===== src/design/assert_macros.svh =====
// Assertion helpers; the checks compile away when SYNTH is set.
// Both macros expect clk_i and rst_ni in the scope of the caller.
`ifndef ASSERT_MACROS_SVH
`define ASSERT_MACROS_SVH
`ifndef SYNTH
`define ASSERT_CHK(lbl, prop) \
  lbl: assert property (@(posedge clk_i) disable iff (!rst_ni) prop) \
    else $error("%m: check failed");
`define ASSERT_NEVER(lbl, expr) \
  lbl: assert property (@(posedge clk_i) disable iff (!rst_ni) !(expr)) \
    else $error("%m: forbidden condition seen");
`else
`define ASSERT_CHK(lbl, prop)
`define ASSERT_NEVER(lbl, expr)
`endif
`endif


===== src/design/tofeh_pkg.sv =====
package tofeh_pkg;

  // internal bin index width, holds up to 1023
  localparam int ABIN_W       = 10;
  // CORDIC vector and angle accumulator widths
  localparam int CV_W         = 34;
  localparam int ACC_W        = 26;
  // 90 degrees in units of 2^-16 degree
  localparam logic signed [ACC_W-1:0] DEG90_Q16 = 26'sd5898240;
  // 52.19807656 in Q16 times 25, the 1/0.12 MeV factor over 3
  localparam logic [26:0] ENERGY_KX25 = 27'd85521325;

  // angle result handed from the angle unit
  typedef struct packed {
    logic              done;
    logic [ABIN_W-1:0] abin;
  } tofeh_ang_res_t;

  // arctangent of 2^-i in units of 2^-16 degree
  function automatic logic signed [ACC_W-1:0] atan_deg(input logic [3:0] i);
    case (i)
      4'd0:    atan_deg = 26'sd2949120;
      4'd1:    atan_deg = 26'sd1740967;
      4'd2:    atan_deg = 26'sd919879;
      4'd3:    atan_deg = 26'sd466945;
      4'd4:    atan_deg = 26'sd234379;
      4'd5:    atan_deg = 26'sd117304;
      4'd6:    atan_deg = 26'sd58666;
      4'd7:    atan_deg = 26'sd29335;
      4'd8:    atan_deg = 26'sd14668;
      4'd9:    atan_deg = 26'sd7334;
      4'd10:   atan_deg = 26'sd3667;
      4'd11:   atan_deg = 26'sd1833;
      4'd12:   atan_deg = 26'sd917;
      4'd13:   atan_deg = 26'sd458;
      4'd14:   atan_deg = 26'sd229;
      default: atan_deg = 26'sd115;
    endcase
  endfunction

endpackage


===== src/design/tofeh_angle.sv =====
// Polar angle unit: digit-serial square root of rho^2, then 16 CORDIC
// vectoring steps, rounded to 1/64 degree and floored to whole degrees.
module tofeh_angle import tofeh_pkg::*; (
  input  logic                clk_i,
  input  logic                rst_ni,
  input  logic                start_i,
  input  logic [31:0]         rho2_i,
  input  logic signed [15:0]  z_i,
  output tofeh_ang_res_t      res_o
);

  typedef enum logic [4:0] {
    A_IDLE = 5'b00001,
    A_SQRT = 5'b00010,
    A_ROT  = 5'b00100,
    A_CORD = 5'b01000,
    A_FIN  = 5'b10000
  } ang_state_e;

  ang_state_e st_q, st_d;
  logic [3:0] step_q;
  logic       done_q;

  logic [31:0]             sd_q;
  logic [19:0]             rem_q;
  logic [15:0]             root_q;
  logic signed [15:0]      zs_q;
  logic signed [CV_W-1:0]  cx_q, cy_q;
  logic signed [ACC_W-1:0] acc_q;
  logic [ABIN_W-1:0]       abin_q;

  // square root step: two radicand bits in per cycle
  logic [19:0] rem_sh, trial;
  logic        sq_ge;
  assign rem_sh = {rem_q[17:0], sd_q[31:30]};
  assign trial  = {2'b00, root_q, 2'b01};
  assign sq_ge  = (rem_sh >= trial);

  // CORDIC operands
  logic signed [CV_W-1:0]  zsx, rootx, dx, dy;
  logic signed [ACC_W-1:0] acc_cl;
  logic [ACC_W-1:0]        rnd;
  assign zsx    = {{(CV_W-16){zs_q[15]}}, zs_q};
  assign rootx  = {{(CV_W-30){1'b0}}, root_q, 14'b0};
  assign dx     = cy_q >>> step_q;
  assign dy     = cx_q >>> step_q;
  assign acc_cl = acc_q[ACC_W-1] ? '0 : acc_q;
  assign rnd    = ACC_W'(acc_cl) + ACC_W'(512);

  // sequencer
  always_comb begin
    st_d = st_q;
    case (st_q)
      A_IDLE:  if (start_i) st_d = A_SQRT;
      A_SQRT:  if (step_q == 4'hF) st_d = A_ROT;
      A_ROT:   st_d = A_CORD;
      A_CORD:  if (step_q == 4'hF) st_d = A_FIN;
      A_FIN:   st_d = A_IDLE;
      default: st_d = A_IDLE;
    endcase
  end

  always_ff @(posedge clk_i or negedge rst_ni) begin
    if (!rst_ni) begin
      st_q   <= A_IDLE;
      step_q <= '0;
      done_q <= 1'b0;
    end else begin
      st_q   <= st_d;
      step_q <= (st_q == A_SQRT || st_q == A_CORD) ? step_q + 4'd1 : '0;
      done_q <= (st_q == A_FIN);
    end
  end

  // datapath
  always_ff @(posedge clk_i) begin
    case (st_q)
      A_IDLE: begin
        if (start_i) begin
          sd_q   <= rho2_i;
          rem_q  <= '0;
          root_q <= '0;
          zs_q   <= z_i;
        end
      end
      A_SQRT: begin
        sd_q   <= {sd_q[29:0], 2'b00};
        rem_q  <= sq_ge ? rem_sh - trial : rem_sh;
        root_q <= {root_q[14:0], sq_ge};
      end
      A_ROT: begin
        // lower half plane: pre-rotate by 90 degrees
        if (zs_q[15]) begin
          cx_q  <= rootx;
          cy_q  <= (-zsx) <<< 14;
          acc_q <= DEG90_Q16;
        end else begin
          cx_q  <= zsx <<< 14;
          cy_q  <= rootx;
          acc_q <= '0;
        end
      end
      A_CORD: begin
        if (!cy_q[CV_W-1]) begin
          cx_q  <= cx_q + dx;
          cy_q  <= cy_q - dy;
          acc_q <= acc_q + atan_deg(step_q);
        end else begin
          cx_q  <= cx_q - dx;
          cy_q  <= cy_q + dy;
          acc_q <= acc_q - atan_deg(step_q);
        end
      end
      A_FIN:   abin_q <= rnd[ACC_W-1:16];
      default: ;
    endcase
  end

  assign res_o.done = done_q;
  assign res_o.abin = abin_q;

endmodule


===== config.mk =====
export PLATFORM = sky130hd
export DESIGN_NAME = tofeh_angle
export DESIGN_NICKNAME = d
export VERILOG_FILES = /design/src/design/assert_macros.svh /design/src/design/tofeh_pkg.sv /design/src/design/tofeh_angle.sv
export SDC_FILE = /design/constraint.sdc
export NUM_CORES = 1
export LEC_CHECK = 0
export ABC_CLOCK_PERIOD_IN_PS = 7300
export BUFFER_PORTS_ARGS = -buffer_cell sky130_fd_sc_hd__buf_2
export CAP_MARGIN = 20
export CORE_MARGIN = 2
export CORE_UTILIZATION = 40
export DETAILED_ROUTE_END_ITERATION = 10
export GPL_TIMING_DRIVEN = 0
export PLACE_DENSITY = 0.55
export SETUP_SLACK_MARGIN = 0.05
export SYNTH_ARGS = -nofsm -noshare
export SYNTH_HDL_FRONTEND = slang
export SYNTH_SLANG_ARGS = --single-unit
export TNS_END_PERCENT = 10

===== constraint.sdc =====
create_clock -name clk_i -period 7.3 [get_ports clk_i]
set_clock_uncertainty 0.1 [all_clocks]
set_input_delay 0.73 -clock clk_i [delete_from_list [all_inputs] [get_ports clk_i]]
set_output_delay 0.73 -clock clk_i [all_outputs]
set_load 0.02 [all_outputs]

==> flow_summary_export.csv <==
group,metric,value,unit
yosys,ys.flop_type,"edfxtp_1",
setup_path,timing.rr.end,"cy_q[33]$_DFFE_PN_",
setup_path,critPathMostFrequentCell,"buf_4",
drt,vias,17500,
setup_path,end_kind,"flop",
drt,drtIter0Drc,1607,
yosys,synth_compound_area_share,18.4,%
drt,drc,0,
layout,fin_util,44.2,%
pwr,vdd_drop_max,0.000252,V
drt,antenna_left,0,
sta,fin_ws,259,ps
drt,via_per_inst,6.07,
setup_path,critPathMaxStageDelay,520,ps
floorplan,die_w,225,um
global_route,antenna_found_initial,0,
global_route,grt_pass1_wl,108000,um
floorplan,core,0.0486,mm^2
setup_path,critPathMaxFanout,19,
yosys,ys_types,94,
yosys,ys.warnings.count,0,
floorplan,die_h,225,um
yosys,syn_area,0.0196,mm^2
yosys,synth_cells,2164,
clock_tree,clockRootBuffer,"clkbuf_16",
setup_path,worst-endpoint-required,7430,ps
pwr,p_per_area,315,mW/mm^2
yosys,async_flop_share,5.10,%
sta,post-route-min-period,7040,ps
clock_tree,clkTransAtPathRegs,90,ps
sta,hold_viol,0,
sta,hold_slack,295,ps
drt,wl,71400,um
setup_path,rr_startpoint,"step_q[2]$_DFF_PN0_",
sta,worst-slew-pin-transition,1160,ps
sta,max_freq,142,MHz
layout,drive_gt1_share,12.9,%
setup_path,path_class,"flop to flop",
worst_hold_path,min_path_type,"primary input to flop",
drt,firstDrtPassIters,5,
global_route,first_global_vias,17200,
floorplan,num_rows,81,
yosys,synth_mux_area_share,14.7,%
yosys,syn-num-nets,2337,
floorplan,die_area,0.0507,mm^2
yosys,synth_top_family_by_area,"compound AO/OA/AOI/OAI gates",
yosys,seq_area_frac_synth,29.9,%
yosys,synth_seq_cells,196,
yosys,yosys.area_share.adder,7.92,%
floorplan,initial_utilization,40.2,%
placed_design,portBuffers,61,
sta,finalSetupViolCount,0,
layout,final_nets,2421,
clock_tree,clk_path_buf_depth,2,
sta,rsz0062_at_grt,"false",
global_route,grt_max_degree,67,
clock_tree,cts_buffers,17,
sta,fin_crit_sh,96.4,%
floorplan,ios,62,
setup_path,worstSetupStartpoint,"step_q[2]$_DFF_PN0_",
flow_run,max_cap_violations,0,
placed_design,dp_hpwl,55900,um
sta,final.setup.tns,0,ps
clock_tree,htreeDepth,4,
placed_design,gp_congestion,0.999,
yosys,yosysTopAreaCell,"edfxtp_1",
setup_path,cpMaxStageDelayCell,"a311o_1",
setup_path,r2r_cells,23,
sta,slew_headroom,22.8,%
sta,final_max_slew_viol_count,0,
worst_hold_path,holdPathStages,1,
yosys,synth_xor_area_share,8.00,%
global_route,gr-total-overflow,0,
setup_path,startpoint_type,"flop",
layout,diodes,0,
yosys,synth_area_leaders,"edfxtp_1, ha_1, mux2i_1",
yosys,synth-edff-count,186,
clock_tree,cts_tree,"built",
pwr,p_total,6.77,mW
pwr,p_leak,8.25,nW
clock_tree,clk_latency,520,ps
outcome,outcome,"completed",
layout,area_growth,9.90,%
yosys,netlist.area_leader.share,28.6,%
setup_path,crit_chain,"clkbuf_2 -> buf_4 -> buf_6 -> clkbuf_4 -> buf_4 -> clkbuf_4 -> buf_4 -> mux2i_1 -> ha_1 -> o21a_1 -> and3_2 -> a31oi_1 -> xnor2_1 -> ha_1 -> and3_1 -> and3_1 -> o211ai_1 -> a311o_1 -> a22oi_2 -> a31oi_1 -> o21ai_0 -> xnor3_1 -> nor2_1",
yosys,synth_area_per_cell,9.04,um^2
placed_design,preCtsSetupSlack,-1860,ps
global_route,grt_usage,28.6,%
setup_path,regToRegSetupSlack,260,ps
setup_path,arrival,7170,ps
drt,routed_wire_length_per_instance,24.8,um
setup_path,crit_path_end,"cy_q[33]$_DFFE_PN_",
yosys,yosys.area_share.simple,16.5,%
clock_tree,clkSinkCount,196,
Yosys cell counts (10+ instances only):
| master | number |
|---|---|
| nor3_1 | 35 |
| mux2i_1 | 121 |
| edfxtp_1 | 186 |
| buf_4 | 18 |
| o211ai_1 | 12 |
| nand3_1 | 33 |
| mux4_2 | 41 |
| nor2b_1 | 32 |
| o22ai_1 | 17 |
| a21o_1 | 39 |
| a21oi_1 | 160 |
| a211oi_1 | 26 |
| ha_1 | 119 |
| xnor2_1 | 117 |
| mux2_2 | 49 |
| o21ai_0 | 125 |
| xor2_1 | 59 |
| o21a_1 | 21 |
| or2_2 | 11 |
| o21bai_1 | 18 |
| inv_1 | 70 |
| nand4_1 | 16 |
| nand2_1 | 255 |
| a31oi_1 | 32 |
| buf_2 | 18 |
| nor2_1 | 219 |
| nand2b_1 | 20 |
| buf_1 | 16 |
| clkbuf_1 | 50 |
| and3_1 | 19 |
| buf_6 | 11 |
| and2_1 | 13 |
| or3_1 | 10 |
worst max-delay path: cells and delay by family, from the launching register on:
kind	cells	cell delay, ps
AO/OA/AOI/OAI	7	1960
XOR/XNOR	2	360
buffers and inverters	7	2070
flip-flops	1	360
multiplexers	1	340
adder cells (fa/ha/maj)	2	620
AND/OR/NAND/NOR	4	940
worst min-delay path by stage:
stage	start	end
2_1_floorplan	rst_ni	done_q$_DFF_PN0_
3_3_place_gp	sd_q[3]$_DFFE_PP_	sd_q[5]$_DFFE_PP_
3_5_place_dp	sd_q[5]$_DFFE_PP_	sd_q[7]$_DFFE_PP_
4_1_cts	z_i[2]	zs_q[2]$_DFFE_PP_
5_1_grt	z_i[0]	zs_q[0]$_DFFE_PP_
6_report	z_i[2]	zs_q[2]$_DFFE_PP_
kinds of logic after synthesis:
kind of cell	after synthesis
adders and majority gates	122
AOI/OAI and AO/OA	561
xor gates and xnor gates	177
DFF	196
buffers and inverters	187
muxes	219
and+or+nand+nor	702
state kept, by name, indices dropped and copies added (netlist names):
signal,cells
cx_q,34
abin_q,10
done_q,1
cy_q,34
st_q,5
rem_q,18
root_q,16
sd_q,32
acc_q,26
step_q,4
zs_q,16
metal layers:
metal / share of wire, % / GRT usage (%) / wire (um)
met3: 6.7 / 4.95 / 4810
met4: 3.5 / 11.2 / 2470
met2: 47 / 46.7 / 33300
met5: 0 / 0 / 0
met1: 43 / 37.7 / 30800
power by group:
| part | switching, mW | internal [mW] | total [mW] |
|---|---|---|---|
| Combinational | 2.36 | 1.61 | 3.97 |
| Clock | 0.560 | 0.504 | 1.06 |
| Sequential | 0.171 | 1.57 | 1.74 |
metrics by stage:
| stage | instance area (um^2) | std cells |
|---|---|---|
| finish | 21500 | 2883 |
| global route | 21500 | 2883 |
| CTS | 21400 | 2882 |
| detailed placement | 20700 | 2852 |
| global placement | 20600 | 2847 |
| floorplan | 19600 | 2164 |
cell type report:
class,instances,area (um^2)
Fill cell,4809,27200
Multi-Input combinational cell,1781,12900
Tap cell,622,778
Inverter,72,270
Clock inverter,15,221
Buffer,112,652
Timing Repair Buffer,68,420
Sequential cell,196,5840
Clock buffer,17,425
cell usage in the layout (no fill, tap or decap), types with 7 or more instances in the layout:
cell / instances
a211oi_1: 26
a21o_1: 39
a21oi_1: 159
a31oi_1: 31
and2_1: 13
and3_1: 18
buf_1: 14
buf_2: 76
buf_4: 21
buf_6: 12
clkbuf_1: 43
clkbuf_16: 17
clkinv_8: 7
dfrtp_1: 9
edfxtp_1: 186
ha_1: 119
inv_1: 70
mux2_2: 49
mux2i_1: 121
mux4_2: 41
nand2_1: 254
nand2b_1: 20
nand3_1: 33
nand4_1: 16
nor2_1: 219
nor2b_1: 31
nor3_1: 33
o211ai_1: 12
o21a_1: 21
o21ai_0: 124
o21bai_1: 18
o221ai_1: 7
o22ai_1: 17
o31ai_1: 9
or2_2: 11
or3_1: 10
xnor2_1: 117
xor2_1: 59
timing repair:
action / in CTS / in global routing
resized for setup: 11 / 17
hold endpoints to repair: 9 / 0
setup endpoints to repair: 50 / 21
pin swaps: 0 / 1
buffers inserted: 0 / 1
hold buffers: 1 / 0
Note: power is estimated with default switching activity, not from simulation.
